$ cat src/rtl/spd_pkg.sv
// Package for the subpicture run-length decoder: types, constants and the
// per-nibble code step used by the decode stage.
// No dependencies.
`default_nettype none

package spd_pkg;

	// Configuration register indexes
	localparam logic [1:0] REG_ROW_WIDTH   = 2'd0;
	localparam logic [1:0] REG_FIELD_LINES = 2'd1;

	// Reset values of the configuration registers
	localparam logic [12:0] ROW_WIDTH_RST   = 13'd720;
	localparam logic [11:0] FIELD_LINES_RST = 12'd240;

	// Clamps on the configured geometry
	localparam logic [12:0] MAX_WIDTH = 13'd4096;
	localparam logic [11:0] MAX_LINES = 12'd2048;

	// Code completion thresholds for one, two and three nibbles
	localparam logic [15:0] CODE_MIN1 = 16'h0004;
	localparam logic [15:0] CODE_MIN2 = 16'h0010;
	localparam logic [15:0] CODE_MIN3 = 16'h0040;

	// Result queue
	localparam int QDEPTH   = 8;
	localparam int QPTR_W   = $clog2(QDEPTH);
	localparam int QCNT_W   = $clog2(QDEPTH + 1);
	localparam int MAX_RUNS = 3;

	typedef struct packed {
		logic [11:0] column;
		logic [10:0] row;
		logic [11:0] partial;
		logic [1:0]  held;
		logic        active;
	} spd_state_t;

	typedef struct packed {
		logic [1:0]  run_color;
		logic [12:0] run_length;
		logic [11:0] run_column;
		logic [10:0] run_row;
		logic        row_end;
		logic        field_done;
		logic        data_error;
		logic        last_for_input;
	} spd_run_t;

	typedef struct packed {
		spd_state_t st;
		spd_run_t   run;
		logic       complete;
		logic       row_done;
	} spd_feed_t;

	// Results of one byte, packed from entry 0 upward
	typedef struct packed {
		logic [1:0]         count;
		spd_run_t [MAX_RUNS-1:0] run;
	} spd_push_t;

	// Take one nibble into the code; finish a run when the code is complete
	function automatic spd_feed_t spd_feed(spd_state_t st, logic [3:0] nib,
		logic [12:0] w, logic [11:0] lines);
		logic [15:0] code;
		logic [2:0]  held;
		logic        complete;
		logic [12:0] col;
		logic [12:0] rem;
		logic [13:0] len_raw;
		logic [12:0] len;
		logic [12:0] nx;
		logic [11:0] row_inc;
		logic        rend;
		logic        done;
		spd_feed_t   r;

		code     = {st.partial, nib};
		held     = {1'b0, st.held} + 3'd1;
		complete = (held == 3'd1 && code >= CODE_MIN1) ||
		           (held == 3'd2 && code >= CODE_MIN2) ||
		           (held == 3'd3 && code >= CODE_MIN3) || (held == 3'd4);
		col      = {1'b0, st.column};
		rem      = (col < w) ? (w - col) : 13'd0;
		len_raw  = code[15:2];
		// A zero-length code fills to the end of the row
		if (held == 3'd4 && code < CODE_MIN1) begin
			len = rem;
		end else if (len_raw > {1'b0, rem}) begin
			len = rem;
		end else begin
			len = len_raw[12:0];
		end
		nx       = col + len;
		rend     = (nx >= w);
		row_inc  = {1'b0, st.row} + 12'd1;
		done     = rend && (row_inc >= lines);

		r.st                 = st;
		r.complete           = complete;
		r.row_done           = complete && rend;
		r.run.run_color      = code[1:0];
		r.run.run_length     = len;
		r.run.run_column     = st.column;
		r.run.run_row        = st.row;
		r.run.row_end        = rend;
		r.run.field_done     = done;
		r.run.data_error     = 1'b0;
		r.run.last_for_input = 1'b0;

		if (!complete) begin
			r.st.partial = code[11:0];
			r.st.held    = held[1:0];
		end else begin
			r.st.partial = '0;
			r.st.held    = '0;
			if (rend) begin
				if (done) begin
					r.st.active = 1'b0;
				end else begin
					r.st.row    = row_inc[10:0];
					r.st.column = '0;
				end
			end else begin
				r.st.column = nx[11:0];
			end
		end
		return r;
	endfunction

endpackage

`default_nettype wire

$ cat src/rtl/spd_if.sv
// Channel interfaces of the subpicture run-length decoder: coded bytes in,
// runs out, and the configuration write channel. Depends on nothing.
`default_nettype none

interface spd_in_if;
	logic       valid;
	logic       ready;
	logic [7:0] data_byte;
	logic       start_of_field;
	logic       last_byte;

	modport source (output valid, output data_byte, output start_of_field,
		output last_byte, input ready);
	modport sink (input valid, input data_byte, input start_of_field,
		input last_byte, output ready);
endinterface

interface spd_out_if;
	logic        valid;
	logic        ready;
	logic [1:0]  run_color;
	logic [12:0] run_length;
	logic [11:0] run_column;
	logic [10:0] run_row;
	logic        row_end;
	logic        field_done;
	logic        data_error;
	logic        last_for_input;

	modport source (output valid, output run_color, output run_length,
		output run_column, output run_row, output row_end, output field_done,
		output data_error, output last_for_input, input ready);
	modport sink (input valid, input run_color, input run_length,
		input run_column, input run_row, input row_end, input field_done,
		input data_error, input last_for_input, output ready);
endinterface

interface spd_cfg_if;
	logic        valid;
	logic        ready;
	logic [1:0]  index;
	logic [12:0] data;

	modport source (output valid, output index, output data, input ready);
	modport sink (input valid, input index, input data, output ready);
endinterface

`default_nettype wire

$ cat src/rtl/subpicture_rle_decoder_top.sv
// Subpicture run-length decoder, top level. An accepted byte is held in the
// input stage; its runs are written into the result queue once the queue holds
// five runs or fewer, and the queue offers the first run after that write.
// Throughput: one byte per cycle while the queue has room; runs leave at one
// per cycle through the single output port while it is ready, so bytes that
// yield two or three runs are paced by it.
// Reset (arst_n low) empties the queue, idles the decoder, sets 720 x 240.
`default_nettype none

module subpicture_rle_decoder_top
	import spd_pkg::*;
(
	input  wire logic  clk,
	input  wire logic  arst_n,
	spd_in_if.sink     code,
	spd_cfg_if.sink    cfg,
	spd_out_if.source  run
);

	spd_push_t push;
	logic      space_ok;

	// Decode bytes into runs
	spd_decode u_decode (
		.clk      (clk),
		.arst_n   (arst_n),
		.code     (code),
		.cfg      (cfg),
		.space_ok (space_ok),
		.push     (push)
	);

	// Queue runs for the output channel
	spd_queue u_queue (
		.clk      (clk),
		.arst_n   (arst_n),
		.push     (push),
		.space_ok (space_ok),
		.run      (run)
	);

endmodule

`default_nettype wire

$ cat src/rtl/spd_decode.sv
// Input stage and run decoder: registers one coded byte, works both nibbles
// and the buffer-end check in one pass and pushes up to three runs.
// Depends on spd_pkg and spd_if.
`default_nettype none

module spd_decode
	import spd_pkg::*;
(
	input  wire logic  clk,
	input  wire logic  arst_n,
	spd_in_if.sink     code,
	spd_cfg_if.sink    cfg,
	input  wire logic  space_ok,
	output spd_push_t  push
);

	logic [7:0]  byte_s1;
	logic        sof_s1;
	logic        last_s1;
	logic        valid_s1;
	logic        advance;
	logic        accept;

	logic [12:0] row_width_q;
	logic [11:0] field_lines_q;
	spd_state_t  state_q;

	logic [12:0] w_eff;
	logic [11:0] lines_eff;
	spd_state_t  st0;
	spd_state_t  st2;
	spd_state_t  st3;
	spd_feed_t   f_hi;
	spd_feed_t   f_lo;
	logic        run_lo;
	logic        err;
	spd_run_t    err_run;
	spd_push_t   list;

	assign advance    = valid_s1 && space_ok;
	assign accept     = code.valid && code.ready;
	assign code.ready = !valid_s1 || space_ok;
	assign cfg.ready  = 1'b1;

	// Hold the accepted byte until the queue has room for its runs
	always_ff @(posedge clk or negedge arst_n) begin
		if (!arst_n) begin
			valid_s1 <= 1'b0;
		end else if (accept) begin
			valid_s1 <= 1'b1;
		end else if (advance) begin
			valid_s1 <= 1'b0;
		end
	end

	always_ff @(posedge clk) begin
		if (accept) begin
			byte_s1 <= code.data_byte;
			sof_s1  <= code.start_of_field;
			last_s1 <= code.last_byte;
		end
	end

	// Configuration registers
	always_ff @(posedge clk or negedge arst_n) begin
		if (!arst_n) begin
			row_width_q   <= ROW_WIDTH_RST;
			field_lines_q <= FIELD_LINES_RST;
		end else if (cfg.valid && cfg.ready) begin
			case (cfg.index)
				REG_ROW_WIDTH:   row_width_q   <= cfg.data;
				REG_FIELD_LINES: field_lines_q <= cfg.data[11:0];
				default: ;
			endcase
		end
	end

	assign w_eff     = (row_width_q > MAX_WIDTH) ? MAX_WIDTH : row_width_q;
	assign lines_eff = (field_lines_q > MAX_LINES) ? MAX_LINES : field_lines_q;

	// Work both nibbles of the byte, then the buffer-end check
	always_comb begin
		st0 = state_q;
		if (sof_s1) begin
			st0        = '0;
			st0.active = 1'b1;
		end
		f_hi   = spd_feed(st0, byte_s1[7:4], w_eff, lines_eff);
		f_lo   = spd_feed(f_hi.st, byte_s1[3:0], w_eff, lines_eff);
		run_lo = st0.active && f_hi.st.active && !f_hi.row_done;
		if (!st0.active) begin
			st2 = st0;
		end else if (run_lo) begin
			st2 = f_lo.st;
		end else begin
			st2 = f_hi.st;
		end

		err                    = st0.active && last_s1 && st2.active;
		err_run                = '0;
		err_run.run_column     = st2.column;
		err_run.run_row        = st2.row;
		err_run.data_error     = 1'b1;
		st3                    = st2;
		if (err) begin
			st3.active  = 1'b0;
			st3.partial = '0;
			st3.held    = '0;
		end

		// Pack the runs from entry 0 and mark the final one
		list = '0;
		if (st0.active && f_hi.complete) begin
			list.run[list.count] = f_hi.run;
			list.count           = list.count + 2'd1;
		end
		if (run_lo && f_lo.complete) begin
			list.run[list.count] = f_lo.run;
			list.count           = list.count + 2'd1;
		end
		if (err) begin
			list.run[list.count] = err_run;
			list.count           = list.count + 2'd1;
		end
		if (list.count != 2'd0) begin
			list.run[list.count - 2'd1].last_for_input = 1'b1;
		end
	end

	// Advance the decoder position with each byte
	always_ff @(posedge clk or negedge arst_n) begin
		if (!arst_n) begin
			state_q <= '0;
		end else if (advance) begin
			state_q <= st3;
		end
	end

	always_comb begin
		push = list;
		if (!advance) begin
			push.count = 2'd0;
		end
	end

	ast_idle_silent: assert property (@(posedge clk) disable iff (!arst_n)
		(advance && !state_q.active && !sof_s1) |-> (push.count == 2'd0))
		else $error("idle decoder produced runs");

	ast_three_needs_error: assert property (@(posedge clk) disable iff (!arst_n)
		(push.count == 2'd3) |-> push.run[2].data_error)
		else $error("three runs from one byte without buffer end");

	ast_idle_no_partial: assert property (@(posedge clk) disable iff (!arst_n)
		!state_q.active |-> (state_q.held == 2'd0))
		else $error("partial code kept while idle");

endmodule

`default_nettype wire

$ cat src/rtl/spd_queue.sv
// Result queue: takes up to three runs a cycle from the decoder and hands
// them out one transaction at a time. Depends on spd_pkg and spd_if.
`default_nettype none

module spd_queue
	import spd_pkg::*;
(
	input  wire logic  clk,
	input  wire logic  arst_n,
	input  spd_push_t  push,
	output logic       space_ok,
	spd_out_if.source  run
);

	spd_run_t            mem [QDEPTH];
	logic [QPTR_W-1:0]   wp_q;
	logic [QPTR_W-1:0]   rp_q;
	logic [QCNT_W-1:0]   count_q;
	logic                pop;
	spd_run_t            head;

	assign space_ok = (count_q <= QCNT_W'(QDEPTH - MAX_RUNS));
	assign pop      = run.valid && run.ready;

	// Write the pushed runs in order
	always_ff @(posedge clk) begin
		for (int i = 0; i < MAX_RUNS; i++) begin
			if (QCNT_W'(i) < QCNT_W'(push.count)) begin
				mem[wp_q + QPTR_W'(i)] <= push.run[i];
			end
		end
	end

	// Advance pointers and occupancy
	always_ff @(posedge clk or negedge arst_n) begin
		if (!arst_n) begin
			wp_q    <= '0;
			rp_q    <= '0;
			count_q <= '0;
		end else begin
			wp_q    <= wp_q + QPTR_W'(push.count);
			rp_q    <= rp_q + QPTR_W'(pop);
			count_q <= count_q + QCNT_W'(push.count) - QCNT_W'(pop);
		end
	end

	assign head               = mem[rp_q];
	assign run.valid          = (count_q != '0);
	assign run.run_color      = head.run_color;
	assign run.run_length     = head.run_length;
	assign run.run_column     = head.run_column;
	assign run.run_row        = head.run_row;
	assign run.row_end        = head.row_end;
	assign run.field_done     = head.field_done;
	assign run.data_error     = head.data_error;
	assign run.last_for_input = head.last_for_input;

	ast_bound: assert property (@(posedge clk) disable iff (!arst_n)
		count_q <= QCNT_W'(QDEPTH))
		else $error("result queue over capacity");

	ast_push_fits: assert property (@(posedge clk) disable iff (!arst_n)
		(push.count != 2'd0) |-> (QCNT_W'(QDEPTH) - count_q >= QCNT_W'(push.count)))
		else $error("push overruns result queue");

	ast_error_last: assert property (@(posedge clk) disable iff (!arst_n)
		(run.valid && run.data_error) |-> (run.last_for_input && run.run_length == 13'd0))
		else $error("error result malformed");

endmodule

`default_nettype wire
$ cat src/flat_wrapper.sv
// flat-port wrapper written by rule: the top's interface ports become plain ports
module subpicture_rle_decoder_top_flat import spd_pkg::*;
  (clk, arst_n, code_valid, code_data_byte, code_start_of_field, code_last_byte, code_ready, cfg_valid, cfg_index, cfg_data, cfg_ready, run_valid, run_run_color, run_run_length, run_run_column, run_run_row, run_row_end, run_field_done, run_data_error, run_last_for_input, run_ready);
  spd_in_if code_i ();
  spd_cfg_if cfg_i ();
  spd_out_if run_i ();
  input  wire logic clk;
  input  wire logic arst_n;
  input wire logic [$bits(code_i.valid)-1:0] code_valid;
  input wire logic [$bits(code_i.data_byte)-1:0] code_data_byte;
  input wire logic [$bits(code_i.start_of_field)-1:0] code_start_of_field;
  input wire logic [$bits(code_i.last_byte)-1:0] code_last_byte;
  output wire logic [$bits(code_i.ready)-1:0] code_ready;
  input wire logic [$bits(cfg_i.valid)-1:0] cfg_valid;
  input wire logic [$bits(cfg_i.index)-1:0] cfg_index;
  input wire logic [$bits(cfg_i.data)-1:0] cfg_data;
  output wire logic [$bits(cfg_i.ready)-1:0] cfg_ready;
  output wire logic [$bits(run_i.valid)-1:0] run_valid;
  output wire logic [$bits(run_i.run_color)-1:0] run_run_color;
  output wire logic [$bits(run_i.run_length)-1:0] run_run_length;
  output wire logic [$bits(run_i.run_column)-1:0] run_run_column;
  output wire logic [$bits(run_i.run_row)-1:0] run_run_row;
  output wire logic [$bits(run_i.row_end)-1:0] run_row_end;
  output wire logic [$bits(run_i.field_done)-1:0] run_field_done;
  output wire logic [$bits(run_i.data_error)-1:0] run_data_error;
  output wire logic [$bits(run_i.last_for_input)-1:0] run_last_for_input;
  input wire logic [$bits(run_i.ready)-1:0] run_ready;
  assign code_i.valid = code_valid;
  assign code_i.data_byte = code_data_byte;
  assign code_i.start_of_field = code_start_of_field;
  assign code_i.last_byte = code_last_byte;
  assign code_ready = code_i.ready;
  assign cfg_i.valid = cfg_valid;
  assign cfg_i.index = cfg_index;
  assign cfg_i.data = cfg_data;
  assign cfg_ready = cfg_i.ready;
  assign run_valid = run_i.valid;
  assign run_run_color = run_i.run_color;
  assign run_run_length = run_i.run_length;
  assign run_run_column = run_i.run_column;
  assign run_run_row = run_i.run_row;
  assign run_row_end = run_i.row_end;
  assign run_field_done = run_i.field_done;
  assign run_data_error = run_i.data_error;
  assign run_last_for_input = run_i.last_for_input;
  assign run_i.ready = run_ready;
  subpicture_rle_decoder_top u_core (.clk(clk), .arst_n(arst_n), .code(code_i), .cfg(cfg_i), .run(run_i));
endmodule
$ cat config.mk
export PLATFORM = sky130hd
export DESIGN_NAME = subpicture_rle_decoder_top_flat
export DESIGN_NICKNAME = d
export VERILOG_FILES = /design/src/rtl/spd_pkg.sv /design/src/rtl/spd_if.sv /design/src/rtl/subpicture_rle_decoder_top.sv /design/src/rtl/spd_decode.sv /design/src/rtl/spd_queue.sv /design/src/flat_wrapper.sv
export SDC_FILE = /design/constraint.sdc
export NUM_CORES = 1
export LEC_CHECK = 0
export BUFFER_PORTS_ARGS = -buffer_cell sky130_fd_sc_hd__buf_2
export CORE_UTILIZATION = 40
export CTS_CLUSTER_SIZE = 16
export DETAILED_ROUTE_END_ITERATION = 8
export SYNTH_ARGS = -nofsm -noshare
export SYNTH_HDL_FRONTEND = slang
export SYNTH_SLANG_ARGS = --single-unit
$ cat constraint.sdc
create_clock -name clk -period 52.2 [get_ports clk]
set_input_delay 7.83 -clock clk [delete_from_list [all_inputs] [get_ports clk]]
set_output_delay 7.83 -clock clk [all_outputs]
set_load 0.05 [all_outputs]
Yosys cells after proc, flatten, opt, wreduce, memory -nomap -nowiden
Memories as Yosys holds them, arrays and structs flattened. Cells that the tools add are included.

Add/sub/neg operators: 17. Magnitude comparators: 28. Equal/unequal tests: 9. Multiplexer cells: 51. Reductions and logical operators: 38.

Operators by type and width (count): bitwise mux 126 bit (3); two-way mux 128 bit (2); demux 42 bit (select 2 bit) (3); two-way mux 126 bit (1); two-way mux 42 bit (3); two-way mux 38 bit (3); two-way mux 23 bit (4); two-way mux 13 bit (7); two-way mux 12 bit (3); >= comparator 16 x 3 -> 1 bit (second input constant) (2); >= comparator 16 x 5 -> 1 bit (second input constant) (2); >= comparator 16 x 7 -> 1 bit (second input constant) (2); < comparator 16 x 3 -> 1 bit (second input constant) (2); > comparator 14 x 13 -> 1 bit (2); two-way mux 14 bit (2); adder 12 x 13 -> 13 bit (2); >= comparator 13 bit (2); < comparator 12 x 13 -> 1 bit (2); subtractor 13 x 12 -> 13 bit (2); adder 11 x 1 -> 12 bit (second input constant) (2); >= comparator 12 bit (2); logical AND 1 bit (23); two-way mux 11 bit (2); two-way mux 1 bit (16); other kinds (28) (49).

Register bits after elaboration: 84. Bits in writable memories: 336. Input bits: 30. Output and inout port bits: 45. Logic and storage cells: 158. Memories: 1.

Memories: u_core.u_queue.mem (depth 8, bits a word 42, rd ports 1, clocked after memory_dff 0, write ports 3, line spd_queue.sv:15) `spd_run_t mem [QDEPTH];`.

Depth between registers and ports, before layout
Gate-level depths: netlist of run 1.

Depth after elaboration: 36. Mapped depth: 111. Depth with buffers taken out: 100.

Modules after synthesis
From an unflattened synthesis of run 1, not the netlist that was laid out.

Cells, all modules: 3810. Area total of the unflattened synthesis: 33758.6 um^2.

By module, submodules not included: spd_queue (times used 1, cells each 2416, area an instance 23135.9 um^2, seq. area each 10339.9 um^2); spd_decode (times used 1, cells each 1394, area an instance 10622.7 um^2, seq. area each 1911.8 um^2).

Worst setup path after synthesis of run 1
OpenSTA, ideal clock, no wires.

Path type: register to register. Start: register u_core.u_decode.sof_s1. End: memory u_core.u_queue.mem[1][0] in the netlist's numbering (enable). Library setup time: 500 ps. Data arrival time: 20810 ps. Data required time: 51700 ps. Setup slack: 30890 ps. Cell stages (with the launch flop): 104. Path buffers: 12. Period minus slack after synthesis: 21310 ps. Cells stage by stage: edfxtp_1 -> clkbuf_1 -> clkbuf_1 -> buf_1 -> nor2b_1 -> ha_1 -> inv_1 -> o211ai_1 -> a32oi_1 -> o221ai_1 -> a21boi_0 -> o21ai_0 -> a21oi_1 -> nor4_1 -> nor2_1 -> clkbuf_1 -> nand2_1 -> ha_1 -> [... 68 more ...] -> xor2_1 -> ha_1 -> and4_1 -> nand3_1 -> nor2_1 -> o21ai_0 -> o22ai_1 -> o22a_1 -> a311oi_1 -> o31a_1 -> buf_2 -> nand2b_1 -> buf_2 -> and2_1 -> buf_2 -> nor2_1 -> o21ai_0 -> o21ai_0.

RTL lines: start: declaration (line spd_decode.sv:18) `logic sof_s1;`; start signal: assignment (line spd_decode.sv:59) `sof_s1 <= code.start_of_field;`; end: declaration (line spd_queue.sv:15).

==> flow_summary.toml, run 1 <==
[critical_path]
cp_num_buf_inv = 8
cp_slowest_cell = "o21ai_4"
cpLargestDelayFamily = "compound AO/OA/AOI/OAI gates"
worstSetupStartpointType = "register"
path_class = "reg -> reg"
endpoint_kind = "register"
max_stage_delay_ns = 0.94
r2r_slack_ns = 27.47
crit_top_cell = "o21ai_0"
cp_max_fo = 24
worstPathArrival_ns = 24.97
worstPathRequired_ns = 52.44

[placement]
placed_cell_area_um2 = 29300
port_buffers = 73
dp_hpwl_um = 84500
gp_congestion = 1.02

[global_routing]
antenna_found_initial = 2
grt_pass1_vias = 23700
grt-busiest-layer = "met2"
overflow = 0
met1_usage_pct = 41.8
grt.total_usage_pct = 32.8
grt_pass1_wl_um = 167000
met3_usage_pct = 8.01
grt_util_met2_pct = 51.5
grt_max_degree = 62

[clock_network]
clockBufferDepth = 3
cts.repair.resized = 0
cts_tree = "built"
clkSinkCount = 420
cts_root_buf = "clkbuf_16"
cts_hold_buf = 0
clkLatencyLatePin_ns = 0.65
h-tree-depth = 2
postCtsSetupBuffers = 0
cts_buffers = 50
path_clk_slew_ns = 0.05

[timing]
finalSetupViolCount = 0
fin_crit_sh_pct = 47.4
min_period_ns = 24.73
hold_violations = 0
worst_pin_slew_ns = 1.39
fmaxAchievable_mhz = 40.4
hold_ws_ns = 0.502
finalSetupTns_ns = 0
rsz0062_at_grt = "false"
relSlewSlack_pct = 7.66
slew_violations = 0
clock_skew_ns = 0.0477

[floorplanning]
initial_core_util_pct = 40.4
rows = 96
core_um2 = 68600
die_w_um = 265
boundaryPins = 75
dieArea_um2 = 70300
die_y_um = 265

[finish]
fillers = 6443
final_cell_mix = "346 x edfxtp_1, 317 x nand2_1, 237 x o22ai_1"
area_growth_pct = 11.9
post-route-util_pct = 45.2
antennaDiodeCount = 0
fin_nets = 2878
final_common_cell = "edfxtp_1"
drive_above_1_share_pct = 16.0
finalInstanceArea_um2 = 31000

[route]
firstDrtPassIters = 9
drt-total-wl_um = 117000
wl_per_cell_um = 31.8
ant_nets = 0
drt-initial-drc-count = 3231
viasPerCell = 6.62
vias = 24400
drc = 1

[yosys]
synth_seq_cells = 420
ys_warn_count = 0
postSynthCellCount = 2669
async_reset_ff_share_pct = 17.6
synth_ff_type = "edfxtp_1"
ys_seq_area_share_pct = 44.2
ys_types = 95
syn_area_per_cell_um2 = 10.4
syn_area_um2 = 27700
synthesis.nets = 2841
synth_enable_flop_cells = 346
yosysTopAreaCellShare_pct = 37.5
synth_area_leaders = "edfxtp_1 38%, mux4_2 6.8%, ha_1 6.2%, dfrtp_1 6.0%, o22ai_1 5.4%"
yosysTopAreaCell = "edfxtp_1"

[status]
status = "complete, but fails checks"
violations = "DRC"

[min_path]
hold_class = "reg -> reg"

[flow_run]
cap_viol_max_count = 0
## kinds of logic after synthesis
family                   after synthesis  share of synthesized area, %
multiplexers                         168                          10.3
buffers and inverters                274                          3.80
adder cells (fa/ha/maj)              148                          6.78
other                                  1                        0.0135
AO/OA/AOI/OAI                        854                          20.4
flip-flops                           420                          44.2
AND/OR/NAND/NOR                      713                          11.6
XOR/XNOR                              91                          2.93
## worst reg2reg max path, delay by kind of cell (launching register included)
family,cells,cell delay (ns)
XOR/XNOR,2,0.33
multiplexers,1,0.62
AO/OA/AOI/OAI,48,11.58
adder cells (fa/ha/maj),9,3.14
buffers and inverters,8,2.60
AND/OR/NAND/NOR,24,5.15
flip-flops,1,0.91
## routing by layer
metal	part of all wire [%]	routed length (um)	vias up
met5	0.023	27	-
met4	5.8	6780	4
met2	45	52600	1628
li1	-	-	10400
met3	10	12100	365
met1	39	45300	12000
## flip-flops by register name, summed over array words and instances (netlist names)
signal and count:
u_core.u_queue.rp_q 3, u_core.u_decode.sof_s1 1, u_core.u_decode.last_s1 1, u_core.u_queue.wp_q 3, u_core.u_decode.state_q 38, u_core.u_decode.valid_s1 1
u_core.u_decode.row_width_q 13, u_core.u_queue.mem 336, u_core.u_queue.count_q 4, u_core.u_decode.field_lines_q 12, u_core.u_decode.byte_s1 8
## area by class of cell
type	instances	area (um^2)	area share, %
Multi-Input combinational cell	1975	14500	46.8
Sequential cell	420	12300	39.6
Clock buffer	59	1280	4.15
Tap cell	931	1160	3.76
Timing Repair Buffer	152	961	3.10
Clock inverter	33	409	1.32
Inverter	107	402	1.30
## Yosys cell counts (all sizes together), types with 8 or more instances
cell / n
nand4: 14
inv: 106
ha: 137
xnor2: 59
mux2: 67
and3: 9
a221oi: 13
nand2: 318
xor2: 31
a31oi: 21
o22ai: 237
a22oi: 12
a21oi: 166
a211oi: 8
mux4: 84
nor2b: 35
dfrtp: 66
o2bb2ai: 10
nand3: 42
a221o: 16
clkbuf: 126
o221ai: 74
edfxtp: 346
o211ai: 21
a21boi: 8
mux2i: 17
o31ai: 13
nand2b: 32
or2: 9
a22o: 20
nor3: 33
buf: 41
and2: 17
o21a: 11
nor2: 176
o21ai: 142
dfstp: 8
a21o: 30
## through the flow
stage / setup slack [ns] / std cells
after floorplan: 30.89 / 2669
after global placement: 28.55 / 3585
after detailed placement: 28.04 / 3585
after CTS: 27.94 / 3677
after global routing: 25.68 / 3677
final: 27.47 / 3677
## worst paths after layout
check,start,endpoint,cells past startpoint
min reg2reg,u_core.u_decode.row_width_q[8],u_core.u_decode.row_width_q[8],1
max,u_core.u_decode.row_width_q[12],u_core.u_queue.mem[3][34],92
min in group asynchronous,arst_n,u_core.u_decode.row_width_q[1],1
min,u_core.u_decode.row_width_q[8],u_core.u_decode.row_width_q[8],1
max reg2reg,u_core.u_decode.row_width_q[12],u_core.u_queue.mem[3][34],92
max in group asynchronous,arst_n,u_core.u_queue.rp_q[0],2
Power of run 1 is left out: the tool's default activity adds up to more than one toggle a clock period on the data nets, which glitch-free logic cannot reach.
==> inputs of run 2 (changes only) <==
==> constraint.sdc (replaced) <==
create_clock -name clk -period 24.6 [get_ports clk]
set_input_delay 3.69 -clock clk [delete_from_list [all_inputs] [get_ports clk]]
set_output_delay 3.69 -clock clk [all_outputs]
set_load 0.05 [all_outputs]
==> flow_summary.toml, run 2 (same netlist as run 1, synthesis figures left out) <==
[critical_path]
max_stage_delay_ns = 1.08
worstSetupStartpointType = "register"
endpoint_kind = "register"
r2r_slack_ns = 1.22
ff2ff_path_depth = 87
crit_path_start = "u_core.u_decode.sof_s1"
cp_max_fo = 22
cp_slowest_cell = "nand2_1"
r2r-start = "u_core.u_decode.sof_s1"
worstPathRequired_ns = 24.89
worstPathArrival_ns = 23.67
cp_num_buf_inv = 6
path_class = "reg -> reg"
cpLargestDelayFamily = "compound AO/OA/AOI/OAI gates"
reg2reg_to = "u_core.u_queue.mem[5][6]"

[global_routing]
grt_max_degree = 55
antenna_found_initial = 0
grt.total_usage_pct = 32.5
grt_pass1_vias = 24100
grt_pass1_wl_um = 166000
overflow = 0

[clock_network]
cts_buffers = 49
path_clk_slew_ns = 0.06
clockBufferDepth = 3
cts_root_buf = "clkbuf_16"
clkLatencyLatePin_ns = 0.63
h-tree-depth = 2
cts_tree = "built"
clkSinkCount = 420

[placement]
port_buffers = 73
placed_cell_area_um2 = 29300
place_ws_ns = 1.02
gp_congestion = 1.04
dp_hpwl_um = 83900

[floorplanning]
die_y_um = 265
core_um2 = 68600
rows = 96
dieArea_um2 = 70300
initial_core_util_pct = 40.4
die_w_um = 265
boundaryPins = 75

[finish]
fin_nets = 2889
drive_above_1_share_pct = 16.3
final_common_cell = "edfxtp_1"
antennaDiodeCount = 0
largest-register = "u_core.u_queue.mem"
final_cell_mix = "346 x edfxtp_1, 317 x nand2_1, 237 x o22ai_1"
reg.largest.list = "u_core.u_queue.mem x336, u_core.u_decode.state_q x38, u_core.u_decode.row_width_q x13"
largest_reg_flops = 336
finalInstanceArea_um2 = 31000
area_growth_pct = 12.1

[min_path]
hold_path_end = "u_core.u_decode.field_lines_q[10]"
min_path_cells = 1
hold_class = "reg -> reg"
hold_start = "u_core.u_decode.field_lines_q[10]"

[timing]
rsz0062_at_grt = "false"
post-route-worst-setup-slack_ns = 1.22
worst_pin_slew_ns = 1.36
hold_violations = 0
finalSetupViolCount = 0
min_period_ns = 23.38
fmaxAchievable_mhz = 42.8
slew_violations = 0
relSlewSlack_pct = 9.34
finalSetupTns_ns = 0
clock_skew_ns = 0.0500
fin_crit_sh_pct = 95.0

[route]
firstDrtPassIters = 6
vias = 24600
drt-total-wl_um = 117000
viasPerCell = 6.66
drt-initial-drc-count = 3589
drc = 0
wl_per_cell_um = 31.7
ant_nets = 0

[status]
status = "completed"

[flow_run]
cap_viol_max_count = 0
run 2: changes by cell type in the layout (fill, tap and decap cells not counted), sizes merged:
cell	delta
buf	+11
clkbuf	+6
bufinv	-3
clkinv	+3
clkinvlp	-3
inv	-2
run 2: timing repair:
action | 4_1_cts | 5_1_grt
hold buffers | 0 | 0
gates resized for setup | 0 | 5
endpoints found under the setup margin | 0 | 596
buffers inserted | 0 | 7
run 2: worst reg2reg max path, delay by kind of cell (launching register included):
| family | cells | cell delay [ns] |
|---|---|---|
| buffers and inverters | 6 | 2.02 |
| multiplexers | 3 | 1.56 |
| AND/OR/NAND/NOR | 23 | 5.47 |
| AO/OA/AOI/OAI | 43 | 9.70 |
| flip-flops | 1 | 0.49 |
| adder cells (fa/ha/maj) | 10 | 3.59 |
| XOR/XNOR | 2 | 0.25 |
run 2: layer usage:
metal / share of wire [%] / global-route usage, % / vias up
li1: - / - / 10400
met3: 10 / 6.17 / 338
met5: 0 / 0 / -
met1: 39 / 42.3 / 12100
met4: 4.9 / 14.4 / 0
met2: 46 / 52.8 / 1670
run 2: layout make-up:
cell class              count  area, um^2
fillers                  6347       37500
multi-input cells        1975       14500
flip-flops and latches    420       12300
clock buffers              64        1340
well taps                 931        1160
repair buffers            164        1060
inverters                 107         402
clock inverters            28         284
run 2: how the worst max path moves through the flow:
stage | slack (ns) | end | depth (start not counted)
floorplan | 3.29 | u_core.u_queue.mem[1][0] | 103
global placement | 1.46 | u_core.u_queue.mem[3][37] | 91
detailed placement | 1.02 | u_core.u_queue.mem[3][35] | 91
CTS | 0.89 | u_core.u_queue.mem[3][30] | 91
global route | 0.27 | u_core.u_queue.mem[7][29] | 95
finish | 1.22 | u_core.u_queue.mem[5][6] | 87
run 2: metrics by stage:
stage | cells | util, % | hold slack, ns
2_1_floorplan | 2669 | - | 0.459
3_3_place_gp | 3588 | 42.7 | 0.485
3_5_place_dp | 3589 | 42.8 | 0.493
4_1_cts | 3681 | 45.1 | 0.508
5_1_grt | 3689 | 45.3 | 0.525
6_report | 3689 | 45.3 | 0.508
Power of run 2 is left out for the same reason.
